--- src/hdl/tss_pkg.sv ---
// Package: shared constants and types for the triangle sphere subdivider.
`default_nettype none
package tss_pkg;
    localparam int MAX_DEPTH  = 3;
    localparam int COORD_BITS = 16;
    localparam int FRAC_EXT   = MAX_DEPTH;
    localparam int CW         = COORD_BITS + FRAC_EXT;   // widened signed coordinate
    localparam int MW         = CW;                      // magnitude width
    localparam int SW         = 2 * MW + 2;              // squared-length width
    localparam int RW         = 15;                      // result magnitude 0..16384
    localparam int UNIT_ONE   = 16384;
    localparam int OUT_W      = 16;
    localparam int LEAF_W     = 2 * MAX_DEPTH;

    typedef logic signed [CW-1:0] t_coord;
    typedef t_coord t_vec [3];
    typedef t_vec   t_tri [3];
endpackage
`default_nettype wire

--- src/hdl/tss_norm.sv ---
// Module: shared normalizer, one bit of the rounded unit component per step.
`default_nettype none
module tss_norm
    import tss_pkg::*;
(
    input  wire logic                 i_clk,
    input  wire logic                 i_rst_n,
    input  wire logic                 i_start,
    input  wire logic [MW-1:0]        i_mag,
    input  wire logic [SW-1:0]        i_sum,
    output logic                      o_done,
    output logic [RW-1:0]             o_res
);
    // Find largest r <= 16384 with (2r-1)^2 * S <= m^2 * 2^30.
    localparam int KW = RW + 1;
    localparam int PW = 2 * KW + SW;
    localparam int BC = $clog2(RW + 1);
    localparam int HW = SW / 2;

    logic [RW-1:0]  r_res, n_res;
    logic [BC-1:0]  r_bit, n_bit;
    logic           r_busy, n_busy, r_done, n_done;
    logic [1:0]     r_ph, n_ph;
    logic [KW-1:0]  r_k;
    logic [2*KW-1:0] r_kk;
    logic [2*KW+HW-1:0]    r_plo;
    logic [2*KW+SW-HW-1:0] r_phi;
    logic [2*MW-1:0] r_m2;
    logic [PW-1:0]  w_lhs;
    logic [PW-1:0]  w_rhs;
    logic [RW-1:0]  w_try;

    // product split in two halves of the squared length
    assign w_lhs = (PW'(r_phi) << HW) + PW'(r_plo);
    assign w_rhs = PW'({r_m2, 30'd0});
    assign w_try = r_res | (RW'(1) << r_bit);

    always_comb begin
        n_res  = r_res;
        n_bit  = r_bit;
        n_busy = r_busy;
        n_done = 1'b0;
        n_ph   = r_ph;
        if (i_start) begin
            n_res  = '0;
            n_bit  = BC'(RW - 1);
            n_busy = (i_sum != '0);
            n_done = (i_sum == '0);
            n_ph   = 2'd0;
        end else if (r_busy) begin
            n_ph = r_ph + 2'd1;
            if (r_ph == 2'd3) begin
                n_ph = 2'd0;
                if (w_try <= RW'(UNIT_ONE) && w_lhs <= w_rhs) n_res = w_try;
                if (r_bit == '0) begin
                    n_busy = 1'b0;
                    n_done = 1'b1;
                end else begin
                    n_bit = r_bit - BC'(1);
                end
            end
        end
    end

    always_ff @(posedge i_clk) begin
        if (!i_rst_n) begin
            r_busy <= 1'b0;
            r_done <= 1'b0;
            r_ph   <= '0;
        end else begin
            r_busy <= n_busy;
            r_done <= n_done;
            r_ph   <= n_ph;
        end
        r_res <= n_res;
        r_bit <= n_bit;
        r_k   <= {w_try, 1'b0} - KW'(1);
        r_kk  <= r_k * r_k;
        r_m2  <= i_mag * i_mag;
        r_plo <= r_kk * i_sum[HW-1:0];
        r_phi <= r_kk * i_sum[SW-1:HW];
    end

    assign o_done = r_done;
    assign o_res  = r_res;
endmodule
`default_nettype wire

--- config.mk ---
export PLATFORM = sky130hd
export DESIGN_NAME = tss_norm
export DESIGN_NICKNAME = d
export VERILOG_FILES = /design/src/hdl/tss_pkg.sv /design/src/hdl/tss_norm.sv
export SDC_FILE = /design/constraint.sdc
export NUM_CORES = 2
export LEC_CHECK = 0
export BUFFER_PORTS_ARGS = -buffer_cell sky130_fd_sc_hd__buf_4
export CAP_MARGIN = 20
export CORE_MARGIN = 3
export CORE_UTILIZATION = 35
export DETAILED_ROUTE_END_ITERATION = 10
export GPL_ROUTABILITY_DRIVEN = 0
export SLEW_MARGIN = 20
export SYNTH_ARGS = -nofsm -noshare
export SYNTH_HDL_FRONTEND = slang
export SYNTH_SLANG_ARGS = --single-unit
--- constraint.sdc ---
create_clock -name i_clk -period 9 [get_ports i_clk]
set_clock_uncertainty 0.1 [all_clocks]
set_input_delay 0 -clock i_clk [delete_from_list [all_inputs] [get_ports i_clk]]
set_output_delay 0 -clock i_clk [all_outputs]
set_load 0.005 [all_outputs]
Word level (Yosys, flattened, before mapping) --
Index checks and enable logic that the tools add are counted.
Word-level totals: input port bits 62, output and inout port bits 16, register bits after elaboration 213, word-level logic and storage cells 41
Operators by class: order comparisons 2, equal/unequal tests 1, $add $sub $neg 4, $mul 4, bitwise gates (word level) 3, shifts and indexed selects 1, mux-type cells 9, reduce and logical (&&, ||, !) cells 7
Operator list (number):
- 32-bit by 20-bit multiplier with 52-bit output | 2
- 72-bit by 52-bit adder with 72-bit output | 1
- 72-bit by 68-bit <= comparator with 1-bit output | 1
- 40-bit logical NOT | 1
- 40-bit nonzero test | 1
- 19-bit by 19-bit multiplier with 38-bit output | 1
- 16-bit by 16-bit multiplier with 32-bit output | 1
- 16-bit by 1-bit subtractor with 16-bit output (second input constant) | 1
- 15-bit <= comparator (second input constant) | 1
- 15-bit OR | 1
- 1-bit by 4-bit left shift with 15-bit output (first input constant) | 1
- 1-bit two-way mux | 8
- 3-bit AND reduction | 2
- 4-bit logical NOT | 1
- 4-bit by 1-bit subtractor with 4-bit output (second input constant) | 1
- 2-bit by 1-bit adder with 2-bit output (second input constant) | 1
- 2-bit equality test (second input constant) | 1
- 2-bit two-way mux | 1
- 1-bit NOT | 2
- 2-bit OR reduction | 1
- 1-bit logical AND | 1

Longest topological paths before layout --
depth after elaboration 5, mapped depth 27, gate-level depth less buffers 25

Least setup slack after synthesis --
OpenSTA, ideal clock, no wires.
path type reg-to-reg, from register r_kk[10], to register r_plo[50], required time 8.828 ns, clock period less this slack 6.924 ns, buffers on the path 1, setup slack 2.076 ns, stages on the path, launching flop included 26, data arrival time 6.752 ns, setup time 0.072 ns, cells stage by stage dfxtp_1 clkbuf_1 nand2_1 fa_1 fa_1 inv_1 fa_1 inv_1 fa_1 inv_1 fa_1 fa_1 inv_1 fa_1 inv_1 ha_1 a21o_1 a211oi_1 nor2_1 o21a_1 a21o_1 a2111o_1 a41oi_2 o21ai_1 a311oi_1 xnor2_1
On the way: cells in the longest elaborated chain, start to end 1
RTL lines:
- from (decl) | line tss_norm.sv:25 | logic [2*KW-1:0] r_kk;
- from (signal assigned) | line tss_norm.sv:78 | r_kk <= r_k * r_k;
- 32-bit by 20-bit multiplier with 52-bit output | line tss_norm.sv:80 | r_plo <= r_kk * i_sum[HW-1:0];
- to (signal assigned) | line tss_norm.sv:80
- to (decl) | line tss_norm.sv:26 | logic [2*KW+HW-1:0] r_plo;
Every way passes these cells. A chain may end at the register's enable or synchronous reset.

Worst setup path after layout --
from register r_kk[8], to register r_phi[48]
On the way: cells in the longest elaborated chain, start to end 1
RTL lines:
- 32-bit by 20-bit multiplier with 52-bit output | line tss_norm.sv:81 | r_phi <= r_kk * i_sum[SW-1:HW];
- to (signal assigned) | line tss_norm.sv:81
- to (decl) | line tss_norm.sv:27 | logic [2*KW+SW-HW-1:0] r_phi;
Every way passes these cells.

==> Flow_metrics.wiki <==
{| class="wikitable"
! Metric !! Value
|-
| RSZ-0062 raised after global routing || no
|-
| Largest net degree at the start of global routing || 41
|-
| Synth warn || 0
|-
| Core Footprint || 186000 um^2
|-
| Die boundary height || about 440 um
|-
| Worst Hold Class || in -> reg
|-
| Global-route wire length before repair || about 290000 um
|-
| Total routing resource utilization after global routing || 18.8%
|-
| Commonest cells in the synthesized netlist || inv_1, fa_1, nand2_1
|-
| Initial cell density of the core || between 30% and 40%
|-
| Max-capacitance violation count || 0
|-
| Antenna violations before repair || 7
|-
| Final min period || approximately 8000 ps
|-
| Relative slew slack || 14.4%
|-
| Number of antenna-violating nets in the routed design || 0
|-
| Syn Area/Cell || 8.97 um^2
|-
| Sequential-to-total area share from yosys stat || between 6 and 7%
|-
| Total CTS buffers || 27
|-
| Buffer depth of the longest clock path || 3
|-
| Post-Route Utilization || 37.5%
|-
| Hold Vio Cnt, Final || 0
|-
| Proportion of layout cells with a drive suffix above 1 || 3.60%
|-
| Share of the clock period used by the worst path after layout || between 90% and 100%
|-
| Main synth FF type || dfxtp_1
|-
| Number of instances resized during post-cts repair || 0
|-
| Area of the die || approximately 190000 um^2
|-
| Crit. End Element || flop
|-
| CTS tree || yes
|-
| Status || finished, final reports clean
|-
| Critical Setup Path Class || reg -> reg
|-
| Buffer cell driving the clock tree root || clkbuf_16
|-
| Number of setup buffers added after CTS || 0
|-
| Post-Syn Nets || between 9000 and 10000
|-
| Actual transition at the worst max-transition pin || between 1000 and 1500 ps
|-
| Latest clock arrival within the worst-skew pair || slightly above 600 ps
|-
| Count of pins on the block boundary || 78
|-
| Total gr overflow || 0
|-
| Synthesized flop and latch total || between 200 and 250
|-
| Post-route DRC violation count || 0
|-
| Clk slew on worst S/H paths || roughly 80 ps
|-
| Critical Path Fanout Max || 28
|-
| Data required time of the critical path || between 9000 and 10000 ps
|-
| H-tree depth || 1
|-
| Number of setup violations in the final report || 0
|-
| Total clock sinks || 209
|-
| Detailed Routing Iterations Pass 1 || 6
|-
| Most used standard cell by instance count after synthesis || inv_1
|-
| Die outline width || around 440 um
|-
| Count of port buffers added during placement || 77
|-
| Top area cells in the synthesized netlist || fa_1, ha_1, inv_1
|-
| Number of different library cells in the post-synthesis netlist || between 90 and 100
|-
| Yosys top cell by area || fa_1
|-
| Overall via count from detail_route || 47839
|-
| Routed wire length || between 150000 and 200000 um
|-
| Signal arrival time at the worst endpoint || ~8600 ps
|-
| Final net count || 9308
|-
| CP startpoint kind || flop
|-
| Pins over their slew limit || 0
|-
| Number of inserted filler cells in the final layout || 18737
|-
| Highest attainable clock frequency || 0.122 GHz
|-
| Mean number of vias per cell || ~4.9
|-
| Synthesized netlist cell count || ~7300
|-
| Iteration-0 DRC Markers || about 2600
|-
| Number of global-route vias before repair || 52339
|-
| Relative area change from synthesis to final layout || 6.42%
|-
| Share of flip-flops with an asynchronous set or reset after synthesis || 0%
|-
| Half-perimeter wire length of the detailed placement result || around 140000 um
|-
| Post-DR wirelength/cell || around 18 um
|-
| Num rows || approximately 160
|-
| Aggregate negative setup slack || 0 ps
|-
| Area fraction of the dominant cell type after synthesis || roughly 44%
|-
| Area of the mapped netlist || between 60000 and 70000 um^2
|-
| Number of synthesized flops with an enable pin || 0
|}
-- flip-flops by register name (all words and copies together) (netlist names) --
register / count
o_done: 1
o_res: 15
r_bit: 4
r_busy: 1
r_k: 15
r_kk: 30
r_m2: 37
r_ph: 2
r_phi: 52
r_plo: 52
-- logic make-up (layout without fill, tap and decap cells) --
| kind of cell | after synthesis | in the layout | synth area share (%) |
|---|---|---|---|
| AO/OA/AOI/OAI | 631 | 631 | 6.54 |
| flip-flops | 209 | 209 | 6.40 |
| buffers and inverters | 2077 | 1971 | 12.0 |
| adder cells (fa/ha/maj) | 2079 | 2079 | 56.4 |
| AND/OR/NAND/NOR | 2071 | 2071 | 15.6 |
| XOR/XNOR | 217 | 217 | 2.92 |
| multiplexers | 9 | 9 | 0.142 |
| other | 0 | 6 | 0 |
-- stage by stage --
step / cells / setup WS, ps / hold WS (ps) / instance area (um^2)
final: 9673 / 835 / 45.6 / 69600
after global routing: 9667 / 374 / 39.1 / 69600
after CTS: 9667 / 873 / 2.35 / 69600
after detailed placement: 9605 / 968 / 125 / 68500
after global placement: 9605 / 1110 / 125 / 68500
after floorplan: 7293 / 2080 / -72.3 / 65400
-- critical path: stages, from the launching register on --
cell      delay (ps)
dfxtp_1          660
buf_4            460
nand2_1          130
fa_1             480
fa_1             560
inv_1             70
fa_1             500
inv_1             50
fa_1             530
inv_1             50
fa_1             550
fa_1             450
fa_1             470
ha_1             390
o21a_1           190
o21ai_0          100
nor4bb_1         440
o211ai_1         250
a31oi_1          310
a21oi_1          160
a21oi_1          350
a41oi_2          320
o21ai_0          290
xor2_1           160
-- layer usage --
layer  GRT usage [%]  vias up  share of wire [%]
met4            6.34        2                4.0
met1            23.4    24623                 40
met3            2.75      384                5.9
li1                -    21489                  -
met5               0        -             0.0073
met2            33.3     1341                 50
-- repair_timing --
| item | CTS | global route |
|---|---|---|
| endpoints found under the setup margin | 0 | 0 |
| hold buffers | 13 | 0 |
| hold endpoints to repair | 34 | 0 |
-- cell usage in the layout (no fill, tap or decap), drive strengths merged, types with 54 or more instances in the layout --
cell type     n
a21o        109
a21oi       194
and2        656
buf         152
dfxtp       209
fa         1447
ha          632
inv        1755
nand2       884
nand3        54
nor2        199
o21ai       105
xnor2       152
xor2         65
-- worst paths after layout --
path / from / to / slack (ps) / cells past startpoint
max reg2reg: r_kk[8] / r_phi[48] / 830 / 23
max: r_kk[8] / r_phi[48] / 830 / 23
min: i_mag[2] / r_m2[3] / 50 / 5
min reg2reg: o_res[1] / o_res[1] / 400 / 2
-- cell type report --
| type | count | area, um^2 | share of cell area (%) |
|---|---|---|---|
| Clock inverter | 16 | 196 | 0.282 |
| Antenna cell | 6 | 15.0 | 0.0216 |
| Timing Repair Buffer | 165 | 1400 | 2.01 |
| Sequential cell | 209 | 4190 | 6.01 |
| Multi-Input combinational cell | 5007 | 53400 | 76.7 |
| Clock buffer | 33 | 728 | 1.05 |
| Inverter | 1757 | 6600 | 9.47 |
| Tap cell | 2480 | 3100 | 4.46 |
Power is not shown: default switching activity piles up to over one toggle a cycle in this logic, so the estimate is an artifact.
